## config.mk

```make
export PLATFORM = sky130hd
export DESIGN_NAME = bba_ctrl
export DESIGN_NICKNAME = d
export VERILOG_FILES = /design/src/hw/rtl/bba_pkg.sv /design/src/hw/rtl/bba_ctrl.sv
export SDC_FILE = /design/constraint.sdc
export NUM_CORES = 1
export LEC_CHECK = 0
export BUFFER_PORTS_ARGS = -buffer_cell sky130_fd_sc_hd__clkbuf_2
export CAP_MARGIN = 20
export CORE_AREA = 2 2 39 41
export DETAILED_ROUTE_END_ITERATION = 10
export DIE_AREA = 0 0 41 43
export PLACE_DENSITY = 0.7
export REMOVE_ABC_BUFFERS = 1
export SLEW_MARGIN = 40
export SYNTH_ARGS = -nofsm -noshare
export SYNTH_HDL_FRONTEND = slang
export SYNTH_SLANG_ARGS = --single-unit
```

## constraint.sdc

```tcl
create_clock -name clk_i -period 2.7 [get_ports clk_i]
set_clock_uncertainty 0.05 [all_clocks]
set_input_delay 0.135 -clock clk_i [delete_from_list [all_inputs] [get_ports clk_i]]
set_output_delay 0.135 -clock clk_i [all_outputs]
set_load 0.02 [all_outputs]
```

## src/hw/rtl/bba_pkg.sv

```systemverilog
// Shared types, codes and constants of the bitmap block allocator.
package bba_pkg;

  // Fixed field widths.
  localparam int BLK_W = 12;
  localparam int CNT_W = 13;
  localparam logic [CNT_W-1:0] CNT_RESET = 13'd4096;

  // Default geometry of the free map.
  localparam int DEF_MAX_BLOCKS = 4096;
  localparam int DEF_WORD_BITS  = 64;

  // Shift of the reciprocal used to split a block number into word and bit.
  localparam int DIV_SH = 20;

  // Operation codes.
  localparam logic FUNC_ALLOC = 1'b0;
  localparam logic FUNC_FREE  = 1'b1;

  typedef enum logic [1:0] {
    ST_OK     = 2'd0,
    ST_FULL   = 2'd1,
    ST_DOUBLE = 2'd2,
    ST_RANGE  = 2'd3
  } status_e;

  typedef struct packed {
    logic             func;
    logic [BLK_W-1:0] block_number;
  } req_t;

  typedef struct packed {
    logic [BLK_W-1:0] allocated_block;
    logic [1:0]       status;
  } rsp_t;

  // Commands from the controller to the datapath.
  typedef struct packed {
    logic    clear;
    logic    load;
    logic    scan;
    logic    alloc_wr;
    logic    mul;
    logic    fix;
    logic    fr_rd;
    logic    free_wr;
    logic    emit;
    logic    take_blk;
    status_e st;
  } cmd_t;

  // Status from the datapath to the controller.
  typedef struct packed {
    logic clr_last;
    logic hit;
    logic exhausted;
    logic out_range;
    logic fr_set;
  } sts_t;

endpackage

```

## src/hw/rtl/bba_ctrl.sv

```systemverilog
// Controller state machine of the bitmap block allocator.
module bba_ctrl (
  input  logic          clk_i,
  input  logic          rst_ni,
  input  logic          start_i,
  input  logic          func_i,
  input  bba_pkg::sts_t sts_i,
  output bba_pkg::cmd_t cmd_o,
  output logic          busy_o,
  output logic          done_o
);

  typedef enum logic [2:0] {
    S_CLEAR,
    S_IDLE,
    S_ALLOC,
    S_FR_MUL,
    S_FR_FIX,
    S_FR_RD,
    S_FR_CHK
  } state_e;

  state_e state_q, state_d;
  logic   busy_q;
  logic   done_q;

  // Next state and command decode.
  always_comb begin
    cmd_o    = '0;
    cmd_o.st = bba_pkg::ST_OK;
    state_d  = state_q;
    case (state_q)
      S_CLEAR: begin
        cmd_o.clear = 1'b1;
        if (sts_i.clr_last) begin
          state_d = S_IDLE;
        end
      end
      S_IDLE: begin
        if (start_i) begin
          cmd_o.load = 1'b1;
          state_d    = (func_i == bba_pkg::FUNC_FREE) ? S_FR_MUL : S_ALLOC;
        end
      end
      S_ALLOC: begin
        cmd_o.scan = 1'b1;
        if (sts_i.hit) begin
          cmd_o.alloc_wr = 1'b1;
          cmd_o.emit     = 1'b1;
          cmd_o.take_blk = 1'b1;
          cmd_o.st       = bba_pkg::ST_OK;
          state_d        = S_IDLE;
        end else if (sts_i.exhausted) begin
          cmd_o.emit = 1'b1;
          cmd_o.st   = bba_pkg::ST_FULL;
          state_d    = S_IDLE;
        end
      end
      S_FR_MUL: begin
        if (sts_i.out_range) begin
          cmd_o.emit = 1'b1;
          cmd_o.st   = bba_pkg::ST_RANGE;
          state_d    = S_IDLE;
        end else begin
          cmd_o.mul = 1'b1;
          state_d   = S_FR_FIX;
        end
      end
      S_FR_FIX: begin
        cmd_o.fix = 1'b1;
        state_d   = S_FR_RD;
      end
      S_FR_RD: begin
        cmd_o.fr_rd = 1'b1;
        state_d     = S_FR_CHK;
      end
      S_FR_CHK: begin
        cmd_o.emit = 1'b1;
        if (sts_i.fr_set) begin
          cmd_o.free_wr = 1'b1;
          cmd_o.st      = bba_pkg::ST_OK;
        end else begin
          cmd_o.st = bba_pkg::ST_DOUBLE;
        end
        state_d = S_IDLE;
      end
      default: begin
        state_d = S_IDLE;
      end
    endcase
  end

  // State and registered outputs.
  always_ff @(posedge clk_i or negedge rst_ni) begin
    if (!rst_ni) begin
      state_q <= S_CLEAR;
      busy_q  <= 1'b1;
      done_q  <= 1'b0;
    end else begin
      state_q <= state_d;
      busy_q  <= (state_d != S_IDLE);
      done_q  <= cmd_o.emit;
    end
  end

  assign busy_o = busy_q;
  assign done_o = done_q;

endmodule

```

==> key figures <==
Run status
  • Outcome: completed

CTS
  • CTS tree: built
  • Post-CTS resize count: 0
  • Root Driver: clkbuf_4
  • Latest clock arrival within the worst-skew pair: ~0.24 ns
  • Num CTS Buffers: 3
  • Post-cts hold buffer count: 1
  • CTS clock-pin slew for the worst setup and hold paths: 0.04 ns
  • Post CTS Setup Buffer Count: 0
  • Max H-tree Level: 1
  • Max clock buf depth: 2
  • Clk sink count: 5

Critical path
  • Setup crit end kind: primary output
  • CP max FO: 15
  • R2R Path End: busy_o
  • Critical path's largest stage delay: roughly 0.63 ns
  • Setup crit start kind: flip-flop
  • R2R cell count: 4
  • Register-to-register setup slack: about 1.1 ns
  • CP max stage cell: dfrtp_1
  • Worst Setup SP: state_q[0]
  • Crit path to: cmd_o[3]
  • RR Startpoint: state_q[2]
  • Critical path arrival: 1.65 ns
  • Critical path cell sequence: and2b_4 > nand2_1 > o21a_1 > nor2_1 > clkbuf_2
  • Worst EP required: 2.52 ns
  • WS Path Type: flip-flop to primary output

Detailed routing
  • Vias per inst: 4.519
  • Met3 Routed Length: 70 um
  • 1st-pass router iterations: 2
  • Via count: 366
  • Uppermost layer routed: met3
  • M1 WL: 375 um
  • Met2 wire length: 432 um
  • Post-route ant nets: 0
  • DRT iter0 DRCs: 3
  • Drt wl/cell: 10.84 um
  • DRC: 0
  • WL final: 878 um

Placement
  • Port Buf Inserts: 22
  • Gpl congestion: just under 0.8
  • Detailed placement HPWL: 664.2 um

Global route
  • Largest net degree at the start of global routing: 16
  • Grt ovf: 0
  • All-Layer GR Usage: between 10% and 20%
  • Initial antenna violation count: 0
  • Vias in the first global route: 342
  • First-pass GRT wire length: around 1400 um

Layout
  • Multi-input gate area: approximately 240 sq um
  • Util after Layout: between 30% and 40%
  • N_diodes: 0
  • Layout cells sized above 1: 60.00%
  • Final net count: 75
  • Filler Cell Count: roughly 150
  • Synthesis-to-finish area growth: 32.20%
  • Register area: 126.4 sq um

Power and ir drop
  • Leak pwr: 0.2688 nW
  • Worst IR Drop VDD: between 0.0004 and 0.0005 V
  • PwrDens: 1208 mW/mm^2

STA
  • Period minus WS final: around 1.8 ns
  • Max Freq: 545.8 MHz
  • Final Hold Vio Count: 0
  • # setup viols final: 0
  • Tcrit/Tclk final: 67.86%
  • Slew Limit Fails: 0
  • Fin Setup TNS: 0 ns
  • Tightest Pin Transition: 0.4783 ns
  • Worst rel slew slack: 68.12%
  • RSZ-0062 raised after global routing: false

Flow run
  • Max_cap viols: 0

Hold path
  • Hold Path Class: input port to flip-flop

Yosys
  • Most frequent cells after synthesis: dfrtp_1, nand2_1, nor2_1, nor3_1
  • Netlist cell types: 27
  • Flops & latches, synth: 5
  • Cell taking the most area after synthesis: dfrtp_1
  • Mean post-synth cell area: around 9.6 sq um
  • Post-synthesis cell count: 42
  • Post-synthesis sequential area ratio: 31.27%
  • Post-synth EDFFs: 0
  • Primary FF master, synth: dfrtp_1
  • Asr flop ratio synth: 100.0%
  • Yosys warning total: 0
  • Synth top area cells: dfrtp_1, dfstp_2, and2b_4
  • Post-synthesis instance area: 404.1 sq um
  • Top cell type's share of synthesized area: around 25%

Floorplanning
  • Full die area: between 0.0015 and 0.002 sq mm
  • Die Span Y: 43 um
  • # rows: 14
  • Die width: ~41 um
  • Initial core utilization: 29.20%
  • CORE AREA: 0.001384 sq mm
  • Ports: 23
metal layers:
layer	GRT usage (%)	up-vias
met5	0	-
met4	8.000	0
met3	1.571	0
met2	15.94	14
met1	16.13	160
li1	-	192
worst min path at each step:
| stage | start | to | slack, ns | cells past startpoint |
|---|---|---|---|---|
| final | start_i | state_q[1] | 0.12 | 3 |
| after detailed placement | rst_ni | done_o | -0.09 | 1 |
| after global placement | rst_ni | state_q[1] | -0.1 | 1 |
| after floorplan | rst_ni | done_o | -0.21 | 0 |
| after global routing | start_i | state_q[1] | 0.13 | 3 |
| after CTS | start_i | state_q[1] | 0.12 | 3 |
kinds of logic (layout without fill, tap and decap cells):
logic type | after synthesis | count (layout) | synth area share (%)
simple gates | 23 | 23 | 36.53
compound gates | 9 | 9 | 22.29
flops | 5 | 5 | 31.27
buf+inv | 5 | 28 | 9.905
metrics by stage:
stage               cell area [sq um]  instances  setup slack (ns)  power (mW)  hold slack [ns]
finish                          534.3         81            0.8677      0.6456           0.1235
global route                    534.3         81            0.7191      0.7040           0.1307
CTS                             534.3         81            0.8419      0.6564           0.1158
detailed placement              498.0         76             1.062      0.5644         -0.09083
global placement                498.0         76             1.113      0.5545         -0.09669
floorplan                       367.9         38            0.9705      0.4538          -0.2106
worst max-delay path, delay by kind of cell, from the launching register on:
family	cells	cell delay, ns
buf+inv	1	0.20
simple gates	3	0.48
compound gates	1	0.10
flops	1	0.63
power by group:
part | internal [mW] | leakage [nW] | switching, mW
clock network | 0.0558 | 0.0150 | 0.0293
logic | 0.166 | 0.192 | 0.207
registers | 0.114 | 0.0616 | 0.0739
total | 0.336 | 0.269 | 0.310
final cells by class:
cell class              count  share of cell area (%)
multi-input cells          32                   44.50
flip-flops and latches      5                   23.65
clock buffers               4                   4.918
well taps                  16                   3.747
repair buffers             23                   22.48
inverters                   1                  0.7026
flip-flops by register name, indices dropped and copies added, names as in the netlist:
name and count:
state_q 3, done_o 1, busy_o 1
layout by cell type, fill, tap and decap left out, types with 2 or more instances in the layout:
| master | Yosys | layout |
|---|---|---|
| nor2_1 | 4 | 4 |
| and2b_4 | 2 | 2 |
| nor3_1 | 4 | 4 |
| dfrtp_1 | 4 | 4 |
| clkbuf_4 | 0 | 3 |
| or3b_1 | 2 | 2 |
| a21oi_2 | 2 | 2 |
| nand2_1 | 4 | 4 |
| clkbuf_2 | 0 | 22 |
(Power assumes the default switching activity.)
